### src/design/csp_pkg.sv
package csp_pkg;
   localparam int COORD_BITS_DEF = 24;
   localparam int PARAM_BITS_DEF = 16;
   localparam int TENSION_BITS = 16;
   localparam int TENSION_FRAC = 15;
   localparam int WEIGHT_FRAC = 20;
   localparam int QUEUE_DEPTH = 2;
   localparam logic [TENSION_BITS-1:0] TENSION_RESET = 16'd16384;
   localparam logic CMD_PUSH = 1'b0;
   localparam logic CMD_EVAL = 1'b1;
endpackage

### src/design/csp_front.sv
module csp_front
   import csp_pkg::*;
#(
   parameter int COORD_BITS = COORD_BITS_DEF,
   parameter int PARAM_BITS = PARAM_BITS_DEF
) (
   input  logic                         clock,
   input  logic                         reset,
   input  logic                         req_valid,
   output logic                         req_stall,
   input  logic                         req_cmd,
   input  logic signed [COORD_BITS-1:0] req_coord_x,
   input  logic signed [COORD_BITS-1:0] req_coord_y,
   input  logic signed [COORD_BITS-1:0] req_coord_z,
   input  logic [PARAM_BITS-1:0]        req_param_t,
   output logic                         q_valid,
   input  logic                         q_take,
   output logic                         q_cmd,
   output logic [3*COORD_BITS-1:0]      q_point,
   output logic [PARAM_BITS-1:0]        q_param
);
   localparam int QDEPTH = QUEUE_DEPTH;
   localparam int W = 1 + 3*COORD_BITS + PARAM_BITS;
   localparam int AW = $clog2(QDEPTH);
   logic [W-1:0] mem_ff [QDEPTH];
   logic [AW-1:0] wp_ff, wp_in, rp_ff, rp_in;
   logic [AW:0] cnt_ff, cnt_in;
   logic push;

   assign req_stall = (cnt_ff == (AW+1)'(QDEPTH));
   assign push = req_valid && !req_stall;
   assign q_valid = (cnt_ff != '0);
   assign {q_cmd, q_point, q_param} = mem_ff[rp_ff];

   always_comb begin
      wp_in = push ? ((wp_ff == AW'(QDEPTH-1)) ? '0 : wp_ff + 1'b1) : wp_ff;
      rp_in = q_take ? ((rp_ff == AW'(QDEPTH-1)) ? '0 : rp_ff + 1'b1) : rp_ff;
      cnt_in = cnt_ff + (AW+1)'(push) - (AW+1)'(q_take);
   end

   always_ff @(posedge clock) begin
      if (reset) begin
         wp_ff <= '0;
         rp_ff <= '0;
         cnt_ff <= '0;
      end else begin
         wp_ff <= wp_in;
         rp_ff <= rp_in;
         cnt_ff <= cnt_in;
      end
      if (push) begin
         mem_ff[wp_ff] <= {req_cmd, req_coord_x, req_coord_y, req_coord_z, req_param_t};
      end
   end
endmodule

### config.mk
export PLATFORM = sky130hd
export DESIGN_NAME = csp_front
export DESIGN_NICKNAME = d
export VERILOG_FILES = /design/src/design/csp_pkg.sv /design/src/design/csp_front.sv
export SDC_FILE = /design/constraint.sdc
export NUM_CORES = 1
export LEC_CHECK = 0
export BUFFER_PORTS_ARGS = -buffer_cell sky130_fd_sc_hd__buf_2
export CAP_MARGIN = 20
export CORE_MARGIN = 2
export CORE_UTILIZATION = 52
export DETAILED_ROUTE_END_ITERATION = 8
export PLACE_DENSITY = 0.79
export SETUP_SLACK_MARGIN = 0.4
export SYNTH_ARGS = -nofsm -noshare
export SYNTH_HDL_FRONTEND = slang
export SYNTH_SLANG_ARGS = --single-unit
### constraint.sdc
create_clock -name clock -period 3.5 [get_ports clock]
set_input_delay 0.175 -clock clock [delete_from_list [all_inputs] [get_ports clock]]
set_output_delay 0.175 -clock clock [all_outputs]
set_load 0.005 [all_outputs]
# Word level (Yosys, flattened, before mapping)
# Memories as Yosys holds them, arrays and structs flattened. A register that Yosys moved wholly into a read port is not among the register bits.
# Cells that the tools add are included.
dict set report op_classes {
  n_div 0
  add_sub_neg 4
  eq_ne 1
  muxes 6
  mul 0
  n_lt_le_gt_ge 0
  n_reduce_logical 3
  n_shift 0
  bitwise_logic 0
}
# op count
set op_table {}
lappend op_table {{2-to-1 mux 1 bit} 6}
lappend op_table {{adder 1 bit (second input constant)} 2}
lappend op_table {{adder 2 x 1 -> 2 bit} 1}
lappend op_table {{== test 2 bit (second input constant)} 1}
lappend op_table {{nonzero test 2 bit} 1}
lappend op_table {{subtractor 2 x 1 -> 2 bit} 1}
lappend op_table {{logical AND 1 bit} 1}
lappend op_table {{zero test 1 bit} 1}
dict set report word_totals {
  output_inout_bits 91
  inputBits 93
  latchBits 0
  wordCells 18
  n_memories 1
  rom_bits 0
  ff_bits 4
  ramBits 178
}
# memory depth word_bits read_ports rd_clocked_by_memory_dff wr line_no
set memory_table {}
lappend memory_table {mem_ff 2 89 1 1 1 csp_front.sv:25} ;# logic [W-1:0] mem_ff [QDEPTH];

# Longest topological paths before layout
# Gate-level depths: netlist of run 1.
dict set report logic_depth {
  depth_word 5
  ltp_mapped 8
  ltp_nobuf 8
}

# Least setup slack after synthesis of run 1
# Ideal clock, no wire load.
dict set report synth_path {
  path_type {reg-to-reg}
  start {reg cnt_ff[0]}
  end {mem mem_ff[1][0] (netlist name) (enable)}
  arrival_ns 2.575
  required_time_ns 3.042
  n_path_buf 0
  period_less_slack_ns 3.033
  stages_incl_launch_ff 3
  setup_slack_ns 0.467
  setup_time_ns 0.458
  path_cell_list {dfxtp_1 > nand2b_1 > and3_1}
}
dict set report synth_between {
  elab_chain_len 5
}
# item line_no
set synth_rtl {}
lappend synth_rtl {{from (decl)} csp_front.sv:27} ;# logic [AW:0] cnt_ff, cnt_in;
lappend synth_rtl {{from (signal assigned)} csp_front.sv:49} ;# cnt_ff <= cnt_in;
lappend synth_rtl {{== test 2 bit} csp_front.sv:30} ;# assign req_stall = (cnt_ff == (AW+1)'(QDEPTH));
lappend synth_rtl {{zero test 1 bit} csp_front.sv:31} ;# assign push = req_valid && !req_stall;
lappend synth_rtl {{logical AND 1 bit} csp_front.sv:31}
lappend synth_rtl {{2-to-1 mux 1 bit} csp_front.sv:51} ;# if (push) begin
lappend synth_rtl {{2-to-1 mux 1 bit (not written as such)} csp_front.sv:52} ;# mem_ff[wp_ff] <= {req_cmd, req_coord_x, req_coord_y, req_coord_z, req_param_t};
lappend synth_rtl {{to (decl)} csp_front.sv:25}
# Every way passes these cells.

==> results summary, run 1 <==
The run finished with clean final reports. Buffers placed on the I/O ports in this run total 183. The via count of the first global-routing pass is 4115. Yosys attributes the largest share of cell area to sky130_fd_sc_hd__edfxtp_1 80%, sky130_fd_sc_hd__mux2_2 13%, sky130_fd_sc_hd__mux2_4 2.2%, sky130_fd_sc_hd__dfxtp_1 1.5%, sky130_fd_sc_hd__buf_2 0.52%.

The growth of design area from synthesis to finish came out at 38.6%. The remaining routing DRC violations is 0. Setup repair after global routing left no endpoint under its margin. Yosys printed 0 warnings.

The final critical-path required period is roughly 2200 ps. The final clock period utilization by the worst path is around 64%. The floorplan step defined a core boundary enclosing 12600 um^2. The number of clock buffers added by TritonCTS is 17. Dividing total power by cell area gives a power density of 561 nW/um^2. STA puts the critical path data required time at 3320 ps.

The data arrival time of the critical path is 2070 ps. Counting flops and latches in the post-synthesis netlist gives 183. In this run the count of I/O pins placed on the die edge is 184. The overall global routing resource usage came out at 19.8%. The mux share of post-synthesis cell area is around 16%.

The leakage power summed over all cells is approximately 3.5 nW. The register clock-pin slew on the reported worst setup and hold paths is ~60 ps. The critical path in this run is classified as reg -> out. The final HPWL from detailed placement came out at 7.55 mm. STA classifies the critical path endpoint as an output port. The wire length per cell is between 15 and 20 um. The maximum resistive drop on vdd came out at 0.360 mV.

The transition time at the pin with the least slew margin came out at roughly 700 ps. The setup slack of the worst register-to-register path came out at 1290 ps. Synthesis produced 303 cells. The effective utilization at floorplan is 53.1%. The reported max-cap violation count came out at 0. The type of element launching the critical path is a flip-flop. The final setup violation count is 0.

The final-report hold violation count is 0. The area share of the leading cell type in the synthesized netlist came out at 80.0%. The number of buffers and inverters on the critical path is 2. The area share of fa/ha/maj cells after synthesis came out at 0.375%.

The first-pass detailed-route iteration total is 4. The compound-gate portion of the synthesized area came out at less than 1%. In this design, the stage delay of the slowest critical-path cell is 700 ps. The wire length of the first global-routing pass is 20.6 mm. The peak fanout along the critical path came out at between 50 and 60.

The initial antenna violation count is 0. The site row count is 41. The total wirelength of the detailed-routed design is 13.0 mm. The final layout net count is 683.

The number of max-slew violations in the final report is 0. The weighted congestion reported at the end of routability-driven placement is 0.706. In the final layout, the share of cells above drive strength 1 is 50.8%. When the netlist entered floorplanning its net count stood at approximately 400. The clock arrives with between 8 and 9 ps of skew. The worst hold path class is in -> reg. The via density per instance is around 4.9. The portion of the post-synthesis area used by sequential elements came out at 81.5%. The CTS H-tree depth came out at 4. Derived from the worst setup path, the maximum achievable clock frequency is 446 MHz. The area of the mapped netlist came out at around 6700 um^2.

The count of instances resized after the clock tree is built came out at 0. The clock sink total is ~180. For the final routed database, the setup TNS stands at 0 ps. The combinational family with the most area after synthesis is multiplexers.

The number of nets still failing antenna checks after routing is 0. The xor and xnor fraction of the mapped netlist area came out at less than 1%. The master cell of the clock root buffer is sky130_fd_sc_hd__clkbuf_16. The antenna diode count came out at 0. Walking the worst path, the cells encountered are buf_12 > mux2_2 > buf_2.

The horizontal die dimension is 117 um. The cell family contributing the most delay on the critical path is flip-flops. No sink is reached through more buffers than the 2 on the longest clock path. The number of filler cells placed in the layout is 723. The multi-input combinational cells in the finished layout cover a total of 1150 um^2. The largest net degree at the start of global routing came out at 54. The worst relative slew slack came out at between 50% and 60%. Summed over all instances, the cell type with the most area after synthesis is sky130_fd_sc_hd__edfxtp_1. Summing all flip-flop and latch instances after layout gives about 5400 um^2. The sum of overflow across all layers after global routing came out at 0. The minimum setup slack after placement came out at 1340 ps. TritonCTS built the clock tree. The final critical-path setup slack is 1260 ps.

The number of different library cells used by synthesis comes to 21. The y dimension of the die came out at between 100 and 150 um. The detailed router placed 3806 vias in this run.

The post-synthesis average cell area is 22.0 um^2. Summing the areas of all and, or, nand and nor instances in the mapped netlist gives 0.862% of the synthesized area. The iteration-0 DRC count of the detailed router came out at 294. The slowest stage of the critical path belongs to the cell sky130_fd_sc_hd__dfxtp_4.

The die area came out at 13800 um^2. The clock latency reported for the late side of the worst-skew pair came out at 420 ps.
## power breakdown
part	leakage, nW	switching [mW]	total (mW)	internal, mW
registers	1.70	0.0660	2.72	2.65
logic	1.57	0.326	0.707	0.381
clock network	0.268	0.733	1.77	1.04
## final timing paths
check / start / to / depth (start not counted)
max reg2reg: cnt_ff[0]$_SDFF_PP0_ / mem_ff[0][40]$_DFFE_PP_ / 5
max: flip-flop / q_point[28] / 3
min: q_take / flip-flop / 3
min reg2reg: rp_ff$_SDFFE_PP0P_ / flip-flop / 2
## flip-flops by register name, summed over array words and instances, names as in the netlist, named ones only
signal	cells
cnt_ff	2
mem_ff	178
rp_ff	1
wp_ff	1
## metrics by stage
stage	power (mW)	hold WS, ps	std cells	util (%)	cell area (um^2)
finish	5.19	55.6	772	73.7	9260
global route	5.40	68.8	772	73.7	9260
CTS	5.22	35.7	772	73.7	9260
detailed placement	3.39	366	651	62.2	7810
global placement	3.35	363	651	62.2	7810
floorplan	3.09	244	303	-	6680
## timing repair
action,4_1_cts,5_1_grt
setup buffers,0,0
hold buffers,90,0
hold endpoints to repair,183,0
## cells in the mapped netlist (all sizes together)
cell type and count:
and2 1, xor2 1, o21ai 1, or2 1, buf 10, dfxtp 5, nand2 1, or3 1
nor2b 1, a21oi 1, mux2 89, nor2 3, xnor2 1, nand2b 1, inv 4, and3 1
nor3 1, ha 2, edfxtp 178
## kinds of logic after synthesis
logic type | after synthesis
flops | 183
mux | 89
buf+inv | 14
simple gates | 11
compound gates | 2
xor+xnor | 2
fa+ha+maj | 2
## layer usage
layer | global-route usage [%] | vias up | share of wire (%)
met5 | 0 | - | 0
met4 | 9.86 | 0 | 2.9
met3 | 5.89 | 34 | 5.8
met2 | 35.4 | 155 | 54
met1 | 21.4 | 1854 | 37
li1 | - | 1763 | -
## cell type report
cell class                      count  area share, %
Sequential cell                   183           58.9
Timing Repair Buffer              276           20.3
Multi-Input combinational cell    106           12.5
Clock buffer                       20           4.72
Tap cell                          172           2.32
Clock inverter                     11           1.18
Inverter                            4          0.176
## worst reg2reg max path, stage by stage, from the launching register on
cell and delay (ps):
sky130_fd_sc_hd__dfxtp_1 350, sky130_fd_sc_hd__nand2b_1 170, sky130_fd_sc_hd__inv_1 90, sky130_fd_sc_hd__or3_1 360, sky130_fd_sc_hd__clkinv_2 500, sky130_fd_sc_hd__buf_12 370
## layout by cell type, fill, tap and decap left out, drive strengths merged
cell type    count
inv              3
ha               2
xnor2            1
or3              1
clkbuf          20
nor3             1
clkinvlp         1
and2             1
mux2            89
nand2b           1
dfxtp            5
buf            186
dlygate4sd3     90
xor2             1
or2              1
o21ai            1
clkinv           9
bufinv           2
and3             1
a21oi            1
nor2             3
nand2            1
nor2b            1
edfxtp         178
Power figures use the tool's default switching activity.
==> inputs of run 2 (changes only) <==
- ABC_AREA: default -> 1
- clock period: 3.5 -> 2.16 ns (I/O delays scaled with it)
==> results summary, run 2 <==
The final clock period utilization by the worst path is 78.1%. The flow ran to the end, and the final reports show no timing, DRC or antenna violations. Registers take 5450 um^2.

The iteration-0 DRC count of the detailed router came out at 320. The routed layout has roughly 3800 vias. The sum of overflow across all layers after global routing came out at 0. The reported max-cap violation count came out at 0. In this run the critical register-to-register path is launched from cnt_ff[0]$_SDFF_PP0_. The final-report hold violation count came to 0. The via count of the first global-routing pass is 4187. The mux share of post-synthesis cell area came out at 15.5%. By area the synthesized netlist is led by sky130_fd_sc_hd__edfxtp_1 80%, sky130_fd_sc_hd__mux2_2 13%, sky130_fd_sc_hd__mux2_4 2.2%, sky130_fd_sc_hd__dfxtp_1 1.5%, sky130_fd_sc_hd__buf_2 0.52%. The post-synthesis async set-or-reset flop share came out at 0%. When the netlist entered floorplanning its net count stood at 406. Summing every instance area after synthesis gives 6690 um^2.

The final critical-path required period came out at 1690 ps. The buffer levels on the longest clock path is 2. Summed over all layers, the routed wires come to 13.7 mm.

At the end of routability-driven placement, the weighted congestion stood at 0.739. The worst relative slew slack came out at 73.4%. The fraction of met1 tracks used by global routing is 23.9%. Dividing total power by cell area gives a power density of between 900 and 1000 nW/um^2. STA classifies the critical path startpoint as a flip-flop. The register clock-pin slew on the reported worst setup and hold paths came out at 60 ps. The effective utilization at floorplan came out at 53.2%. At the end of the flow, the number of nets in the layout was 701.

The initial antenna violation count is 1. At the pin with the least slew margin, the transition time is 400 ps. The clock sink total is 183. The area share of fa/ha/maj cells after synthesis is 0.374%.

After Yosys synthesis, and, or, nand and nor cells account for 0.879% of the synthesized area. The predominant post-synthesis flop cell is sky130_fd_sc_hd__edfxtp_1. The count of boundary I/O pins is 184. The peak fanout along the critical path came out at 24. The met3 routing resource usage after global routing came out at 6.91%. The CTS H-tree depth came out at 4. TritonCTS built the clock tree. Clock tree synthesis inserted a total of 17 buffers. The number of nets still failing antenna checks after routing came out at 0. Of all cell types, the one taking the most synthesized area is sky130_fd_sc_hd__edfxtp_1. The leakage power summed over all cells is about 3.6 nW.

The largest net degree at the start of global routing is 72. The wire-length estimate of the detail-placed layout is 7.79 mm. The wire length of the first global-routing pass came out at 21.7 mm. The compound-gate portion of the synthesized area came out at 0.150%. The region available for standard cell placement spans 12600 um^2. sky130_fd_sc_hd__edfxtp_1 is the most common cell in the netlist. The library cells used most frequently in the layout, excluding fill and tap cells, are 183 x sky130_fd_sc_hd__buf_2, 178 x sky130_fd_sc_hd__edfxtp_1, 92 x sky130_fd_sc_hd__dlygate4sd3_1. After synthesis, the most frequently instantiated cells are 178 x sky130_fd_sc_hd__edfxtp_1, 79 x sky130_fd_sc_hd__mux2_2, 10 x sky130_fd_sc_hd__mux2_4, 9 x sky130_fd_sc_hd__inv_1.

The via density per instance came out at 4.85. The worst hold slack came out at 406 ps. The synthesized design contains roughly 180 enable-type register cells.

The most crowded layer after global routing is met2. On the final layout, the worst clock skew is 5.17 ps. The top achievable clock speed is 593 MHz.

The register with the most flip-flops in the final layout is mem_ff. The destination of the worst hold path is mem_ff[0][13]$_DFFE_PP_. The most common library cell in the layout ignoring fill and taps is sky130_fd_sc_hd__buf_2. The synthesis warning total is 0. Compared with the post-synthesis result, the final layout area differs by 41.1%. The die area is 13800 um^2. The post-route core utilization is 75.1%.

The synthesized flop and latch total is 183. The worst setup path is captured at an output port. The portion of the post-synthesis area used by sequential elements is between 80% and 90%.

The global-route track usage on met2 is 35.1%. The wire length per cell is about 17 um. The required time of the critical path is 2050 ps.

The worst hold path begins at req_param_t[13]. The area share of the leading cell type in the synthesized netlist came out at 79.9%. The first-pass detailed-route iteration total came out at 4. The clock reaches the later pin of the worst-skew pair after approximately 420 ps. The number of filler cells placed in the layout came out at 729. From bottom edge to top edge, the die measures around 120 um. The count of cell types in the netlist is 13. The cell count after synthesis came out at 311.

The number of instances on the worst hold path is 2. The master cell of the clock root buffer is sky130_fd_sc_hd__clkbuf_16. The post-synthesis average cell area is 21.5 um^2. Setup repair after global routing left no endpoint under its margin. The combinational family with the most area after synthesis is multiplexers. The count of input and output buffers came out at about 180.

The capturing point of the worst reg2reg path is cnt_ff[1]$_SDFF_PP0_. The xor and xnor fraction of the mapped netlist area came out at less than 1%. The largest registers in the layout are mem_ff x178, cnt_ff x2. The final setup violation count is 0. At the worst endpoint, the arrival time is roughly 1600 ps. The worst setup path category is reg -> out. The worst hold path class is in -> reg. Across the VDD grid, the largest voltage drop is 0.665 mV. For the worst flop-to-flop path, the logic depth is 10.

The share of cells above drive strength 1 came out at 51.1%. The number of flip-flops in the largest register came out at 178. Summing all multi-input logic gate instances after layout gives 1160 um^2. The number of max-slew violations in the final report is 0.

The setup slack of the worst register-to-register path came out at around 700 ps. The horizontal die dimension came out at 117 um. Row generation in the floorplan step produced 41 rows.

The overall global routing resource usage came out at roughly 21%. After detailed routing, the number of remaining DRC violations is 0.
## run 2: cell type report
type                       instances  area share, %
antenna                            1         0.0265
inverter                           9          0.398
clock buffer                      19           4.59
timing repair buffer             286           20.9
sequential                       183           57.7
clock inverter                    12           1.68
multi-input combinational        109           12.3
tap                              172           2.28
## run 2: where the power goes
group | internal (mW) | switching, mW | total (mW)
Clock | 1.91 | 1.20 | 3.10
Sequential | 4.26 | 0.0821 | 4.34
Combinational | 0.617 | 0.537 | 1.15
## run 2: how the worst max path moves through the flow
stage | endpoint | cells past startpoint | startpoint | slack [ps]
floorplan | mem_ff[0][0]$_DFFE_PP_ | 4 | cnt_ff[0]$_SDFF_PP0_ | -80
finish | q_point[0] | 3 | flip-flop | 470
detailed placement | q_point[14] | 3 | flip-flop | 660
global route | q_param[7] | 3 | flip-flop | 400
global placement | q_point[32] | 3 | flip-flop | 710
CTS | q_point[41] | 3 | flip-flop | 440
## run 2: metrics by stage
step                power [mW]  area (um^2)  setup WS, ps  instances  setup TNS, ps
finish                    8.60         9440           472        791              0
global route              8.92         9440           405        791              0
CTS                       8.66         9440           443        790              0
global placement          5.38         7890           708        663              0
detailed placement        5.42         7890           658        663              0
floorplan                 4.94         6720         -80.8        311         -10840
## run 2: timing repair
| item | 4_1_cts | 5_1_grt |
|---|---|---|
| buffers inserted | 4 | 0 |
| resized for setup | 1 | 0 |
| hold buffers | 92 | 0 |
| endpoints found under the setup margin | 67 | 0 |
| hold endpoints to repair | 183 | 0 |
## run 2: metal layers
metal  wire, um  vias up
met1       5370     1844
met5          0        -
met4        402        0
met3        888       33
li1           -     1805
met2       7090      151
## run 2: critical path: stages (launching register included)
cell	delay, ps
sky130_fd_sc_hd__dfxtp_4	430
sky130_fd_sc_hd__buf_12	220
sky130_fd_sc_hd__mux2_2	370
sky130_fd_sc_hd__buf_2	130
## run 2: cell families after synthesis
family	Yosys count
adders and majority gates	2
AOI/OAI and AO/OA	2
muxes	89
buffers and inverters	19
xor gates and xnor gates	1
and+or+nand+nor	15
DFF	183
